===== src/design/key_sort_asc_desc_assert.svh =====
// ----------------------------------------------------------------------------
// key_sort_asc_desc assertion macros
// Property wrappers used by the sorter; empty when SYNTH is defined.
// ----------------------------------------------------------------------------
`ifndef KEY_SORT_ASC_DESC_ASSERT_SVH
`define KEY_SORT_ASC_DESC_ASSERT_SVH

`ifndef SYNTH
`define KSAD_ASSERT_IMPLY(label, clk, rst, ante, cons) \
   label: assert property (@(posedge clk) disable iff (rst) (ante) |-> (cons)) \
      else $error("ksad check failed");
`define KSAD_ASSERT_NEXT(label, clk, rst, ante, cons) \
   label: assert property (@(posedge clk) disable iff (rst) (ante) |=> (cons)) \
      else $error("ksad check failed");
`else
`define KSAD_ASSERT_IMPLY(label, clk, rst, ante, cons)
`define KSAD_ASSERT_NEXT(label, clk, rst, ante, cons)
`endif

`endif


===== src/design/ksad_pkg.sv =====
// ----------------------------------------------------------------------------
// ksad_pkg
// Shared constants and types of the key sorter.
// ----------------------------------------------------------------------------
package ksad_pkg;

   localparam int MAX_ITEMS_DEF = 64;
   localparam int KEY_BITS_DEF  = 16;
   localparam int IN_KEY_BITS   = 16;
   localparam int OUT_IDX_BITS  = 6;

   // per-cycle command to every cell of the chain
   typedef struct packed {
      logic insert;
      logic shift_out;
   } chain_ctl_type;

endpackage


===== src/design/ksad_cell.sv =====
// ----------------------------------------------------------------------------
// ksad_cell
// One slot of the insertion chain: holds a key, its load index and a valid bit.
// ----------------------------------------------------------------------------
module ksad_cell #(
   parameter int KEY_BITS = ksad_pkg::KEY_BITS_DEF,
   parameter int IDX_BITS = ksad_pkg::OUT_IDX_BITS
) (
   input  logic                      clock,
   input  logic                      reset,
   input  ksad_pkg::chain_ctl_type   ctl,
   input  logic                      desc,
   input  logic [KEY_BITS-1:0]       new_key,
   input  logic [IDX_BITS-1:0]       new_idx,
   input  logic                      left_before,
   input  logic [KEY_BITS-1:0]       left_key,
   input  logic [IDX_BITS-1:0]       left_idx,
   input  logic                      left_valid,
   input  logic [KEY_BITS-1:0]       right_key,
   input  logic [IDX_BITS-1:0]       right_idx,
   input  logic                      right_valid,
   output logic [KEY_BITS-1:0]       key_out,
   output logic [IDX_BITS-1:0]       idx_out,
   output logic                      valid_out,
   output logic                      before_out
);

   logic [KEY_BITS-1:0] key_ff, key_in;
   logic [IDX_BITS-1:0] idx_ff, idx_in;
   logic                valid_ff, valid_in;
   logic                ahead;

   // new key lands ahead of this slot; equal keys stay put, so ties keep load order
   assign ahead = !valid_ff || (desc ? (new_key > key_ff) : (new_key < key_ff));

   always_comb begin
      key_in   = key_ff;
      idx_in   = idx_ff;
      valid_in = valid_ff;
      if (ctl.insert) begin
         if (left_before) begin
            key_in   = left_key;
            idx_in   = left_idx;
            valid_in = left_valid;
         end else if (ahead) begin
            key_in   = new_key;
            idx_in   = new_idx;
            valid_in = 1'b1;
         end
      end else if (ctl.shift_out) begin
         key_in   = right_key;
         idx_in   = right_idx;
         valid_in = right_valid;
      end
   end

   always_ff @(posedge clock) begin
      if (reset) begin
         valid_ff <= 1'b0;
      end else begin
         valid_ff <= valid_in;
      end
   end

   always_ff @(posedge clock) begin
      key_ff <= key_in;
      idx_ff <= idx_in;
   end

   assign key_out    = key_ff;
   assign idx_out    = idx_ff;
   assign valid_out  = valid_ff;
   assign before_out = ahead;

endmodule


===== config.mk =====
export PLATFORM = sky130hd
export DESIGN_NAME = ksad_cell
export DESIGN_NICKNAME = d
export VERILOG_FILES = /design/src/design/key_sort_asc_desc_assert.svh /design/src/design/ksad_pkg.sv /design/src/design/ksad_cell.sv
export SDC_FILE = /design/constraint.sdc
export NUM_CORES = 1
export LEC_CHECK = 0
export ABC_CLOCK_PERIOD_IN_PS = 9100
export BUFFER_PORTS_ARGS = -buffer_cell sky130_fd_sc_hd__buf_2
export CORE_ASPECT_RATIO = 1.75
export CORE_MARGIN = 5
export CORE_UTILIZATION = 47
export DETAILED_ROUTE_END_ITERATION = 8
export PLACE_DENSITY = 0.95
export SETUP_SLACK_MARGIN = 0.1
export SYNTH_ARGS = -nofsm -noshare
export SYNTH_HDL_FRONTEND = slang
export SYNTH_SLANG_ARGS = --single-unit

===== constraint.sdc =====
create_clock -name clock -period 9.1 [get_ports clock]
set_clock_uncertainty 0.05 [all_clocks]
set_input_delay 1.365 -clock clock [delete_from_list [all_inputs] [get_ports clock]]
set_output_delay 1.365 -clock clock [all_outputs]
set_load 0.01 [all_outputs]

==> results of run 1 <==
## metal layers
layer  global-route usage  wire length, um
met4               0.0658               38
met3               0.0477              347
met5                    0                0
met2                0.325             2260
met1                0.170             1540
## worst max path at each step
stage	startpoint	end	slack, ns
floorplan	new_key[1]	idx_out[0]	4.39
CTS	new_key[1]	before_out	4.47
finish	new_key[1]	before_out	4.46
detailed placement	new_key[1]	before_out	4.48
global route	new_key[1]	before_out	4.39
global placement	new_key[1]	before_out	4.48
## placed cells by master, fill, tap and decap left out, drive strengths merged, types with 3 or more instances in the layout
cell	instances
a21oi	29
clkbuf	3
buf	97
mux2i	22
nor2	24
ha	16
nand4	4
edfxtp	22
nand2	3
inv	16
## layout make-up
| cell class | count | area share |
|---|---|---|
| multi-input combinational | 119 | 0.395 |
| sequential | 23 | 0.310 |
| timing repair buffer | 97 | 0.221 |
| inverter | 16 | 0.0273 |
| tap | 45 | 0.0256 |
| clock buffer | 3 | 0.0188 |
| clock inverter | 1 | 0.00228 |
## cell usage after synthesis
cell type / instances
sky130_fd_sc_hd__o21a_1: 1
sky130_fd_sc_hd__buf_2: 2
sky130_fd_sc_hd__or2_1: 1
sky130_fd_sc_hd__inv_1: 16
sky130_fd_sc_hd__mux2i_1: 22
sky130_fd_sc_hd__nand3_1: 2
sky130_fd_sc_hd__a21oi_1: 29
sky130_fd_sc_hd__o21bai_1: 1
sky130_fd_sc_hd__edfxtp_1: 22
sky130_fd_sc_hd__nand4_1: 4
sky130_fd_sc_hd__clkbuf_1: 5
sky130_fd_sc_hd__a21bo_1: 1
sky130_fd_sc_hd__dfxtp_1: 1
sky130_fd_sc_hd__mux2_4: 1
sky130_fd_sc_hd__or3_1: 1
sky130_fd_sc_hd__a21o_1: 1
sky130_fd_sc_hd__nor2b_1: 1
sky130_fd_sc_hd__mux2_1: 1
sky130_fd_sc_hd__a21boi_0: 1
sky130_fd_sc_hd__o21ai_0: 1
sky130_fd_sc_hd__o22ai_1: 1
sky130_fd_sc_hd__a211oi_1: 1
sky130_fd_sc_hd__nor2_1: 24
sky130_fd_sc_hd__nand3b_1: 1
sky130_fd_sc_hd__or4_1: 1
sky130_fd_sc_hd__nor4_1: 1
sky130_fd_sc_hd__nand2_1: 3
sky130_fd_sc_hd__buf_1: 1
sky130_fd_sc_hd__nor3b_1: 1
sky130_fd_sc_hd__o211ai_2: 1
sky130_fd_sc_hd__ha_1: 16
sky130_fd_sc_hd__a2111oi_0: 1
## where the power goes
group | leakage (nW) | switching, mW | internal (mW)
clock network | 0.0255 | 0.0328 | 0.0305
logic | 0.875 | 0.0430 | 0.0392
registers | 0.227 | 0.00441 | 0.129
## metrics by stage
step,std cells,utilization
after global routing,304,0.653
final,304,0.653
after detailed placement,300,0.640
after CTS,304,0.653
after global placement,300,0.640
after floorplan,166,-
## state kept, by name, summed over array words and instances, names as in the netlist
register and count:
valid_out 1, idx_out 6, key_out 16
## kinds of logic after synthesis
group / share of synthesized area
adders and majority gates: 0.123
muxes: 0.151
and+or+nand+nor: 0.113
AOI/OAI and AO/OA: 0.138
DFF: 0.418
buffers and inverters: 0.0568
## tightest hold or removal path, delay by kind of cell (launching register included)
kind / cells / cell delay, ns
muxes: 1 / 0.15
and+or+nand+nor: 1 / 0.07
AOI/OAI and AO/OA: 1 / 0.07
DFF: 1 / 0.40
==> metrics.txt, run 1 <==
# TYPE chip_impl_metric gauge
chip_impl_metric{name="cp_num_cells",unit=""} 8
chip_impl_metric{name="worst_slack",unit="ns"} 4.46
chip_impl_metric{name="floorplan.core_area",unit="mm2"} 0.00336
chip_impl_metric{name="worstPathRequired",unit="ns"} 7.69
chip_impl_metric{name="power.density_cell_area",unit="mW/mm2"} 127
chip_impl_info{name="run_status",value="completed"} 1
chip_impl_metric{name="avgSynthCellArea",unit="um2"} 9.81
chip_impl_metric{name="critical_path.max_fanout",unit=""} 2
chip_impl_metric{name="cts.sink_count",unit=""} 23
chip_impl_metric{name="critical_path_buf_inv_count",unit=""} 2
chip_impl_info{name="worst_hold_path_type",value="flop to flop"} 1
chip_impl_metric{name="finalSetupViolCount",unit=""} 0
chip_impl_metric{name="timing.critical_path.slowest_cell_delay",unit="ns"} 0.51
chip_impl_metric{name="top_level_port_count",unit=""} 98
chip_impl_metric{name="final_critical_path_share_of_the_clock_period",unit=""} 0.510
chip_impl_metric{name="post_synth_instance_area",unit="mm2"} 0.00163
chip_impl_info{name="critical_path.reg2reg.startpoint",value="key_out[1]"} 1
chip_impl_metric{name="fmax",unit="GHz"} 0.215
chip_impl_info{name="yosysTopAreaCell",value="sky130_fd_sc_hd__edfxtp_1"} 1
chip_impl_metric{name="synth_warnings",unit=""} 0
chip_impl_metric{name="grt_first_pass_wirelength",unit="um"} 6090
chip_impl_metric{name="filler_cell_count",unit=""} 294
chip_impl_metric{name="synth-seq-area-share",unit=""} 0.418
chip_impl_metric{name="vdd.ir_drop.worst",unit="mV"} 0.115
chip_impl_metric{name="postRouteWirelength",unit="um"} 4190
chip_impl_metric{name="synth-seq-cells",unit=""} 23
chip_impl_metric{name="worst-endpoint-arrival",unit="ns"} 3.23
chip_impl_info{name="end_kind",value="primary output"} 1
chip_impl_metric{name="timing.final.max_slew_violations",unit=""} 0
chip_impl_metric{name="syn_inst",unit=""} 166
chip_impl_metric{name="slew_headroom",unit=""} 0.256
chip_impl_metric{name="synth_largest_type_area_fraction",unit=""} 0.406
chip_impl_info{name="ctsRootBufferMaster",value="sky130_fd_sc_hd__clkbuf_8"} 1
chip_impl_metric{name="maxCapViolations",unit=""} 0
chip_impl_info{name="cpLargestDelayFamily",value="compound AO/OA/AOI/OAI gates"} 1
chip_impl_metric{name="worst_setup_hold_path_clk_slew",unit="ns"} 0.08
chip_impl_metric{name="pin_count_of_the_biggest_net_entering_global_routing",unit=""} 49
chip_impl_metric{name="via_count",unit=""} 1538
chip_impl_metric{name="power.static_leakage",unit="nW"} 1.13
chip_impl_metric{name="cts_resized",unit=""} 0
chip_impl_metric{name="first_global_vias",unit=""} 1509
chip_impl_metric{name="finalWeightedCongestion",unit=""} 0.726
chip_impl_metric{name="cts.path.max_buffers",unit=""} 2
chip_impl_metric{name="place.port_buffers",unit=""} 97
chip_impl_metric{name="drt-initial-drc-count",unit=""} 24
chip_impl_metric{name="fin_nets",unit=""} 350
chip_impl_metric{name="hold_depth",unit=""} 3
chip_impl_metric{name="areaGrowthSynthToFinish",unit="%"} 34.9
chip_impl_info{name="cts_tree",value="done"} 1
chip_impl_info{name="synth_top_cells_by_area",value="sky130_fd_sc_hd__edfxtp_1 (41%), sky130_fd_sc_hd__mux2i_1 (14%), sky130_fd_sc_hd__ha_1 (12%)"} 1
chip_impl_metric{name="route.detailed.wl_per_inst",unit="um"} 13.8
chip_impl_info{name="crit_path_top_delay_cell",value="sky130_fd_sc_hd__a2111oi_0"} 1
chip_impl_metric{name="final_hold_viols",unit=""} 0
chip_impl_metric{name="ff2ff_setup_slack",unit="ns"} 6.02
chip_impl_info{name="path_common_cell",value="sky130_fd_sc_hd__buf_2"} 1
chip_impl_metric{name="finalHoldWorstSlack",unit="ns"} 0.669
chip_impl_metric{name="final_worst_path_period_need",unit="ns"} 4.64
chip_impl_metric{name="cts_hold_buffers",unit=""} 0
chip_impl_metric{name="drt_pre_antenna_iters",unit=""} 4
chip_impl_metric{name="via_per_inst",unit=""} 5.06
chip_impl_metric{name="preCtsSetupSlack",unit="ns"} 4.48
chip_impl_metric{name="antenna-diode-count",unit=""} 0
chip_impl_metric{name="fraction_of_final_layout_cells_sized_beyond_drive_strength_1",unit=""} 0.402
chip_impl_metric{name="worst_r2r_path_depth",unit=""} 7
chip_impl_metric{name="cts.htree.levels",unit=""} 1
chip_impl_metric{name="dieArea",unit="mm2"} 0.00479
chip_impl_metric{name="dpl_cell_area",unit="mm2"} 0.00215
chip_impl_metric{name="detail-route-antenna-nets",unit=""} 0
chip_impl_info{name="rsz0062_at_grt",value="false"} 1
chip_impl_metric{name="design_area",unit="mm2"} 0.00220
chip_impl_metric{name="die_span_in_x",unit="um"} 54.5
chip_impl_metric{name="numCtsBuffers",unit=""} 3
chip_impl_metric{name="track_usage",unit=""} 0.173
chip_impl_metric{name="post-dp-hpwl",unit="um"} 3400
chip_impl_metric{name="clk_latency",unit="ns"} 0.26
chip_impl_info{name="critical_path.reg2reg.endpoint",value="key_out[2]"} 1
chip_impl_metric{name="grt_antenna_before_repair",unit=""} 0
chip_impl_metric{name="total_power_of_the_final_layout",unit="uW"} 279
chip_impl_info{name="criticalPathCategory",value="input port to primary output"} 1
chip_impl_metric{name="drc_errors",unit=""} 0
chip_impl_metric{name="synth.lib_cells_used.distinct",unit=""} 32
chip_impl_metric{name="seq_area",unit="um2"} 681
chip_impl_metric{name="globalRoute.totalOverflow",unit=""} 0
chip_impl_info{name="worstSetupStartpointType",value="input port"} 1
chip_impl_metric{name="cts_setup_buffers",unit=""} 0
chip_impl_info{name="timing.hold.worst_endpoint",value="valid_out"} 1
chip_impl_info{name="source_of_the_worst_hold_timing_path",value="valid_out"} 1
chip_impl_metric{name="worst_pin_slew",unit="ns"} 1.11
chip_impl_metric{name="floorplan.initialDensity",unit=""} 0.484
chip_impl_metric{name="setup_tns_final",unit="ns"} 0
chip_impl_metric{name="number_of_rows_in_the_core_area",unit=""} 28
chip_impl_info{name="critical_path.cell_chain",value="buf_2 -> ha_1 -> nor2b_1 -> o211ai_2 -> a2111oi_0 -> or4_1 -> mux2_4 -> buf_2"} 1
chip_impl_metric{name="multi_input_area",unit="um2"} 868
chip_impl_metric{name="synth.net_count",unit=""} 256
chip_impl_metric{name="die_height",unit="um"} 87.9
No activity file was read; power rests on OpenSTA's default activity.
==> run 2, diff against run 1 <==
--- a/config.mk
+++ b/config.mk
@@ -5,13 +5,13 @@
 export SDC_FILE = /design/constraint.sdc
 export NUM_CORES = 1
 export LEC_CHECK = 0
-export ABC_CLOCK_PERIOD_IN_PS = 9100
+export ABC_CLOCK_PERIOD_IN_PS = 3700
 export BUFFER_PORTS_ARGS = -buffer_cell sky130_fd_sc_hd__buf_2
 export CORE_ASPECT_RATIO = 1.75
 export CORE_MARGIN = 5
-export CORE_UTILIZATION = 47
+export CORE_UTILIZATION = 39
 export DETAILED_ROUTE_END_ITERATION = 8
-export PLACE_DENSITY = 0.95
+export PLACE_DENSITY = 0.88
 export SETUP_SLACK_MARGIN = 0.1
 export SYNTH_ARGS = -nofsm -noshare
 export SYNTH_HDL_FRONTEND = slang
==> constraint.sdc (replaced) <==
create_clock -name clock -period 3.7 [get_ports clock]
set_clock_uncertainty 0.05 [all_clocks]
set_input_delay 0.555 -clock clock [delete_from_list [all_inputs] [get_ports clock]]
set_output_delay 0.555 -clock clock [all_outputs]
set_load 0.01 [all_outputs]
==> run 2 against run 1 <==
  * Count of clock-buffer cells in the layout unchanged
  * Power up 150%
  * Global-route usage down 2.4 points
  * Critical endpoint unchanged
  * Final cell count up 2.6%
  * Die area up 17%
  * Critical path depth unchanged
  * Via count up 1.5%
==> metrics.txt, run 2 (synthesis gave the netlist of run 1 again) <==
# TYPE chip_impl_metric gauge
chip_impl_metric{name="post-dp-hpwl",unit="um"} 3570
chip_impl_metric{name="slew_headroom",unit=""} 0.603
chip_impl_metric{name="setup_tns_final",unit="ns"} 0
chip_impl_metric{name="worst_setup_hold_path_clk_slew",unit="ns"} 0.09
chip_impl_metric{name="cts.htree.levels",unit=""} 1
chip_impl_info{name="worst_hold_path_type",value="input port to flop"} 1
chip_impl_metric{name="route.detailed.wl_per_inst",unit="um"} 13.7
chip_impl_info{name="cts_tree",value="done"} 1
chip_impl_metric{name="globalRoute.totalOverflow",unit=""} 0
chip_impl_metric{name="top_level_port_count",unit=""} 98
chip_impl_info{name="end_kind",value="primary output"} 1
chip_impl_metric{name="finalSetupViolCount",unit=""} 0
chip_impl_metric{name="cts_setup_buffers",unit=""} 0
chip_impl_metric{name="power.share.combinational",unit=""} 0.297
chip_impl_metric{name="numCtsBuffers",unit=""} 3
chip_impl_metric{name="filler_cell_count",unit=""} 396
chip_impl_metric{name="final_worst_path_period_need",unit="ns"} 3.07
chip_impl_metric{name="detail-route-antenna-nets",unit=""} 0
chip_impl_metric{name="cts_hold_buffers",unit=""} 0
chip_impl_metric{name="groute.layer.met1.usage",unit=""} 0.148
chip_impl_metric{name="dieArea",unit="mm2"} 0.00562
chip_impl_metric{name="drc_errors",unit=""} 0
chip_impl_info{name="ctsRootBufferMaster",value="sky130_fd_sc_hd__clkbuf_8"} 1
chip_impl_metric{name="power.internal",unit="uW"} 491
chip_impl_metric{name="use_met2",unit=""} 0.294
chip_impl_metric{name="worstPathRequired",unit="ns"} 3.09
chip_impl_metric{name="clk_latency",unit="ns"} 0.26
chip_impl_metric{name="die_span_in_x",unit="um"} 58.9
chip_impl_metric{name="vdd.ir_drop.worst",unit="mV"} 0.229
chip_impl_metric{name="cts.sink_count",unit=""} 23
chip_impl_metric{name="number_of_rows_in_the_core_area",unit=""} 31
chip_impl_metric{name="die_height",unit="um"} 95.5
chip_impl_metric{name="first_global_vias",unit=""} 1550
chip_impl_info{name="commonest_non_fill_non_tap_cell_in_the_layout",value="sky130_fd_sc_hd__buf_2"} 1
chip_impl_metric{name="fin_nets",unit=""} 354
chip_impl_metric{name="finalWeightedCongestion",unit=""} 0.753
chip_impl_metric{name="final_hold_viols",unit=""} 0
chip_impl_metric{name="cts_resized",unit=""} 0
chip_impl_info{name="criticalPathCategory",value="flop to primary output"} 1
chip_impl_metric{name="multi_input_area",unit="um2"} 868
chip_impl_metric{name="antenna-diode-count",unit=""} 0
chip_impl_metric{name="largest_reg_flops",unit=""} 16
chip_impl_metric{name="track_usage",unit=""} 0.150
chip_impl_metric{name="drt-initial-drc-count",unit=""} 22
chip_impl_metric{name="clock_power_share",unit=""} 0.230
chip_impl_metric{name="maxCapViolations",unit=""} 0
chip_impl_metric{name="power.density_cell_area",unit="mW/mm2"} 310
chip_impl_metric{name="design_area",unit="mm2"} 0.00223
chip_impl_metric{name="via_count",unit=""} 1561
chip_impl_metric{name="critical_path.max_fanout",unit=""} 2
chip_impl_metric{name="place.port_buffers",unit=""} 97
chip_impl_metric{name="ff2ff_setup_slack",unit="ns"} 1.14
chip_impl_info{name="timing.hold.worst_endpoint",value="valid_out"} 1
chip_impl_metric{name="cts.path.max_buffers",unit=""} 2
chip_impl_metric{name="power.static_leakage",unit="nW"} 1.15
chip_impl_metric{name="floorplan.initialDensity",unit=""} 0.396
chip_impl_metric{name="final_critical_path_share_of_the_clock_period",unit=""} 0.829
chip_impl_metric{name="areaGrowthSynthToFinish",unit="%"} 37.0
chip_impl_metric{name="postRouteWirelength",unit="um"} 4270
chip_impl_metric{name="pin_count_of_the_biggest_net_entering_global_routing",unit=""} 48
chip_impl_info{name="critical_path.reg2reg.startpoint",value="key_out[1]"} 1
chip_impl_info{name="worstSetupStartpointType",value="flop"} 1
chip_impl_metric{name="via_per_inst",unit=""} 5.00
chip_impl_metric{name="grt_first_pass_wirelength",unit="um"} 6490
chip_impl_info{name="run_status",value="completed"} 1
chip_impl_info{name="source_of_the_worst_hold_timing_path",value="reset"} 1
chip_impl_metric{name="timing.final.max_slew_violations",unit=""} 0
chip_impl_info{name="top_usage_layer",value="met2"} 1
chip_impl_metric{name="worst_pin_slew",unit="ns"} 0.581
chip_impl_info{name="rsz0062_at_grt",value="false"} 1
chip_impl_metric{name="grt.met3_usage",unit=""} 0.0325
chip_impl_metric{name="seq_area",unit="um2"} 681
chip_impl_metric{name="dpl_cell_area",unit="mm2"} 0.00219
chip_impl_info{name="most_used_cells_in_the_layout_excluding_fill_and_tap_cells",value="sky130_fd_sc_hd__buf_2 (97), sky130_fd_sc_hd__a21oi_1 (29), sky130_fd_sc_hd__nor2_1 (24)"} 1
chip_impl_metric{name="floorplan.core_area",unit="mm2"} 0.00411
chip_impl_metric{name="grt_antenna_before_repair",unit=""} 0
chip_impl_metric{name="worst_r2r_path_depth",unit=""} 8
chip_impl_metric{name="worst-endpoint-arrival",unit="ns"} 2.46
chip_impl_metric{name="p_switching",unit="uW"} 201
chip_impl_info{name="critical_path.reg2reg.endpoint",value="key_out[6]"} 1
chip_impl_metric{name="power_frac_seq",unit=""} 0.473
chip_impl_metric{name="switching_share",unit=""} 0.290
chip_impl_metric{name="fraction_of_final_layout_cells_sized_beyond_drive_strength_1",unit=""} 0.411
chip_impl_metric{name="fmax",unit="GHz"} 0.326
chip_impl_metric{name="drt_pre_antenna_iters",unit=""} 4
chip_impl_metric{name="hold_depth",unit=""} 2
==> run 2: cell count changes in the layout (fill, tap and decap cells not counted), sizes merged <==
cell,previous run,this run
buf,97,101
==> run 2: area by class of cell <==
class                   instances  share of cell area
flip-flops and latches         23               0.305
well taps                      49              0.0275
multi-input cells             119               0.389
inverters                      16              0.0269
clock inverters                 1             0.00224
clock buffers                   3              0.0185
repair buffers                101               0.231
==> run 2: worst max path at each step <==
stage                  to  depth (start not counted)       start
2_1_floorplan  idx_out[0]                          6  new_key[1]
3_3_place_gp   before_out                          8  new_key[1]
3_5_place_dp   before_out                          8  new_key[1]
4_1_cts        before_out                          8  key_out[1]
5_1_grt        before_out                          8  key_out[1]
6_report       before_out                          8  key_out[1]
==> run 2: power by group through the flow <==
stage          registers [mW]  logic, mW  clock network, mW
2_1_floorplan           0.347      0.101                  0
3_5_place_dp            0.334      0.209                  0
5_1_grt                 0.331      0.230              0.177
6_report                0.327      0.206              0.159
3_3_place_gp            0.332      0.203                  0
4_1_cts                 0.328      0.210              0.167
==> run 2: metal layers <==
| metal | share of wire | routed length, um |
|---|---|---|
| met1 | 0.36 | 1530 |
| met2 | 0.55 | 2350 |
| met3 | 0.085 | 365 |
| met4 | 0.0068 | 29 |
| met5 | 0 | 0 |
==> run 2: stage by stage <==
| step | std cells | util | worst slack [ns] | hold WS [ns] | total power [mW] |
|---|---|---|---|---|---|
| floorplan | 166 | - | 0.499 | 0.577 | 0.448 |
| CTS | 312 | 0.543 | 0.625 | 0.377 | 0.705 |
| finish | 312 | 0.543 | 0.632 | 0.387 | 0.692 |
| detailed placement | 308 | 0.532 | 0.642 | 0.668 | 0.543 |
| global placement | 308 | 0.532 | 0.693 | 0.664 | 0.535 |
| global route | 312 | 0.543 | 0.395 | 0.382 | 0.738 |
==> run 2: worst max-delay path, stage by stage (launching register included) <==
cell and delay, ns:
sky130_fd_sc_hd__edfxtp_1 0.36, sky130_fd_sc_hd__inv_1 0.05, sky130_fd_sc_hd__ha_1 0.27, sky130_fd_sc_hd__nor2b_1 0.15, sky130_fd_sc_hd__o211ai_2 0.09, sky130_fd_sc_hd__a2111oi_0 0.55
sky130_fd_sc_hd__or4_1 0.29, sky130_fd_sc_hd__mux2_4 0.31, sky130_fd_sc_hd__buf_2 0.14
==> run 3, diff against run 2 <==
--- a/config.mk
+++ b/config.mk
@@ -5,7 +5,7 @@
 export SDC_FILE = /design/constraint.sdc
 export NUM_CORES = 1
 export LEC_CHECK = 0
-export ABC_CLOCK_PERIOD_IN_PS = 3700
+export ABC_CLOCK_PERIOD_IN_PS = 2600
 export BUFFER_PORTS_ARGS = -buffer_cell sky130_fd_sc_hd__buf_2
 export CORE_ASPECT_RATIO = 1.75
 export CORE_MARGIN = 5
==> constraint.sdc (replaced) <==
create_clock -name clock -period 2.6 [get_ports clock]
set_clock_uncertainty 0.05 [all_clocks]
set_input_delay 0.39 -clock clock [delete_from_list [all_inputs] [get_ports clock]]
set_output_delay 0.39 -clock clock [all_outputs]
set_load 0.01 [all_outputs]
==> run 3 against run 2 <==
  * The run now ends with setup timing left
  * Count of clock-buffer cells in the layout increased by 1
  * Final cell count increased by 2.2%
  * Sequential power increased by 43%
  * Critical path type unchanged
  * Sequential cell count stayed put
==> metrics.txt, run 3 (synthesis gave the netlist of run 1 again) <==
# TYPE chip_impl_metric gauge
chip_impl_info{name="run_status",value="complete, but fails checks"} 1
chip_impl_info{name="failed_checks",value="setup timing"} 1
chip_impl_metric{name="layout.cells.non_filler",unit=""} 319
chip_impl_metric{name="worst_slack",unit="ns"} -0.118
chip_impl_info{name="critical_path.cell_chain",value="inv_1 -> ha_1 -> nand4_1 -> or2_4 -> or3_4 -> a21bo_1 -> mux2_4 -> buf_6"} 1
chip_impl_metric{name="floorplan.core_area",unit="mm2"} 0.00411
chip_impl_metric{name="worst-endpoint-arrival",unit="ns"} 2.28
chip_impl_metric{name="ff2ff_setup_slack",unit="ns"} 0.03
chip_impl_metric{name="largest_reg_flops",unit=""} 16
chip_impl_metric{name="cts.path.max_buffers",unit=""} 2
chip_impl_metric{name="timing.critical_path.slowest_cell_delay",unit="ns"} 0.35
chip_impl_metric{name="via_per_inst",unit=""} 5.03
chip_impl_metric{name="grt_antenna_before_repair",unit=""} 0
chip_impl_metric{name="grt_first_pass_wirelength",unit="um"} 7000
chip_impl_metric{name="critical_path_buf_inv_count",unit=""} 2
chip_impl_metric{name="postRouteWirelength",unit="um"} 4490
chip_impl_metric{name="fmax",unit="GHz"} 0.368
chip_impl_info{name="rsz0062_at_grt",value="true"} 1
chip_impl_metric{name="finalWeightedCongestion",unit=""} 0.763
chip_impl_metric{name="power.static_leakage",unit="nW"} 1.18
chip_impl_metric{name="placed_cells_incl_taps",unit=""} 311
chip_impl_info{name="commonest_non_fill_non_tap_cell_in_the_layout",value="sky130_fd_sc_hd__buf_2"} 1
chip_impl_metric{name="number_of_rows_in_the_core_area",unit=""} 31
chip_impl_metric{name="place.port_buffers",unit=""} 97
chip_impl_metric{name="dieArea",unit="mm2"} 0.00562
chip_impl_metric{name="maxCapViolations",unit=""} 0
chip_impl_info{name="end_kind",value="primary output"} 1
chip_impl_metric{name="worst_r2r_path_depth",unit=""} 9
chip_impl_metric{name="die_height",unit="um"} 95.5
chip_impl_info{name="critical_path.reg2reg.endpoint",value="key_out[14]"} 1
chip_impl_metric{name="worst_setup_hold_path_clk_slew",unit="ns"} 0.08
chip_impl_metric{name="cts.sink_count",unit=""} 23
chip_impl_metric{name="route.detailed.wl_per_inst",unit="um"} 14.1
chip_impl_info{name="crit_path_top_delay_cell",value="sky130_fd_sc_hd__edfxtp_1"} 1
chip_impl_info{name="critical_path.reg2reg.startpoint",value="key_out[7]"} 1
chip_impl_info{name="worstSetupStartpointType",value="flop"} 1
chip_impl_info{name="ctsRootBufferMaster",value="sky130_fd_sc_hd__clkbuf_8"} 1
chip_impl_metric{name="worstPathRequired",unit="ns"} 2.16
chip_impl_info{name="cpLargestDelayFamily",value="simple AND/OR/NAND/NOR gates"} 1
chip_impl_metric{name="layout.core_utilization",unit=""} 0.580
chip_impl_metric{name="post-dp-hpwl",unit="um"} 3660
chip_impl_metric{name="timing.final.max_slew_violations",unit=""} 0
chip_impl_metric{name="final_critical_path_share_of_the_clock_period",unit=""} 1.05
chip_impl_metric{name="power.density_cell_area",unit="mW/mm2"} 431
chip_impl_metric{name="via_count",unit=""} 1605
chip_impl_info{name="cts_tree",value="done"} 1
chip_impl_metric{name="fin_nets",unit=""} 361
chip_impl_metric{name="cts.htree.levels",unit=""} 1
chip_impl_metric{name="track_usage",unit=""} 0.160
chip_impl_metric{name="cts_hold_buffers",unit=""} 0
chip_impl_metric{name="die_span_in_x",unit="um"} 58.9
chip_impl_metric{name="numCtsBuffers",unit=""} 3
chip_impl_metric{name="critical_path.max_fanout",unit=""} 3
chip_impl_metric{name="clk_latency",unit="ns"} 0.26
chip_impl_metric{name="hold_depth",unit=""} 2
chip_impl_metric{name="areaGrowthSynthToFinish",unit="%"} 46.3
chip_impl_info{name="criticalPathCategory",value="flop to primary output"} 1
chip_impl_info{name="most_used_cells_in_the_layout_excluding_fill_and_tap_cells",value="sky130_fd_sc_hd__buf_2 (96), sky130_fd_sc_hd__a21oi_1 (26), sky130_fd_sc_hd__nor2_1 (24)"} 1
chip_impl_metric{name="globalRoute.totalOverflow",unit=""} 0
chip_impl_metric{name="drt-initial-drc-count",unit=""} 8
chip_impl_metric{name="pin_count_of_the_biggest_net_entering_global_routing",unit=""} 48
chip_impl_metric{name="slew_headroom",unit=""} 0.658
chip_impl_metric{name="floorplan.initialDensity",unit=""} 0.396
chip_impl_metric{name="worst_pin_slew",unit="ns"} 0.508
chip_impl_metric{name="antenna-diode-count",unit=""} 0
chip_impl_metric{name="top_level_port_count",unit=""} 98
chip_impl_metric{name="finalSetupViolCount",unit=""} 1
chip_impl_metric{name="vdd.ir_drop.worst",unit="mV"} 0.338
chip_impl_metric{name="final_worst_path_period_need",unit="ns"} 2.72
chip_impl_metric{name="fraction_of_final_layout_cells_sized_beyond_drive_strength_1",unit=""} 0.474
chip_impl_metric{name="drt_pre_antenna_iters",unit=""} 4
chip_impl_info{name="timing.hold.worst_endpoint",value="valid_out"} 1
chip_impl_metric{name="first_global_vias",unit=""} 1663
chip_impl_info{name="source_of_the_worst_hold_timing_path",value="reset"} 1
chip_impl_info{name="worst_hold_path_type",value="input port to flop"} 1
chip_impl_metric{name="detail-route-antenna-nets",unit=""} 0
chip_impl_metric{name="drc_errors",unit=""} 0
chip_impl_metric{name="final_hold_viols",unit=""} 0
==> run 3: metal layers <==
metal	vias up	GRT usage	wire, um
met5	-	0	0
met4	0	0.0605	63
met3	6	0.0366	382
met2	59	0.317	2560
met1	729	0.150	1490
li1	811	-	-
==> run 3: how the worst max path moves through the flow <==
stage	cells after the start	endpoint	from	slack [ns]
2_1_floorplan	7	idx_out[0]	key_out[9]	-0.13
3_3_place_gp	8	before_out	new_key[1]	-0.06
3_5_place_dp	8	before_out	new_key[1]	-0.13
4_1_cts	8	before_out	key_out[7]	-0.16
5_1_grt	8	before_out	key_out[14]	-0.22
6_report	8	before_out	key_out[13]	-0.12
==> run 3: layout make-up <==
class | instances | area [um2]
inverter | 16 | 60.1
tap | 49 | 61.3
clock buffer | 4 | 45.0
sequential | 23 | 681
fill | 392 | 1730
multi-input combinational | 119 | 947
timing repair buffer | 108 | 589
==> run 3: power by group <==
part | switching (mW) | total, mW | internal [mW] | leakage, nW
clock | 0.112 | 0.221 | 0.109 | 0.0228
sequential | 0.0151 | 0.466 | 0.451 | 0.227
combinational | 0.169 | 0.340 | 0.172 | 0.935
==> run 3: per-stage QoR <==
stage                     TNS, ns  setup WS, ns  area, um2  hold WS, ns  total power [mW]
after floorplan             -2.88        -0.131       1650        0.412             0.643
after global placement     -0.159       -0.0600       2220        0.499             0.769
after detailed placement    -1.56        -0.128       2220        0.498             0.781
after CTS                  -0.225        -0.157       2370        0.217              1.04
after global routing        -2.13        -0.224       2380        0.228              1.09
final                      -0.118        -0.118       2380        0.225              1.03
==> run 3: worst reg2reg max path: stages (launching register included) <==
cell and delay [ns]:
sky130_fd_sc_hd__edfxtp_1 0.41, sky130_fd_sc_hd__inv_2 0.09, sky130_fd_sc_hd__ha_4 0.20, sky130_fd_sc_hd__a21oi_2 0.11, sky130_fd_sc_hd__o21a_1 0.18, sky130_fd_sc_hd__o21bai_1 0.09
sky130_fd_sc_hd__or4_4 0.50, sky130_fd_sc_hd__buf_6 0.14, sky130_fd_sc_hd__a211oi_4 0.33, sky130_fd_sc_hd__buf_6 0.19
==> run 3: repair_timing <==
item | 4_1_cts | 5_1_grt
setup endpoints to repair | 23 | 23
resized for setup | 15 | 3
pin swaps | 7 | 11
setup buffers | 3 | 1
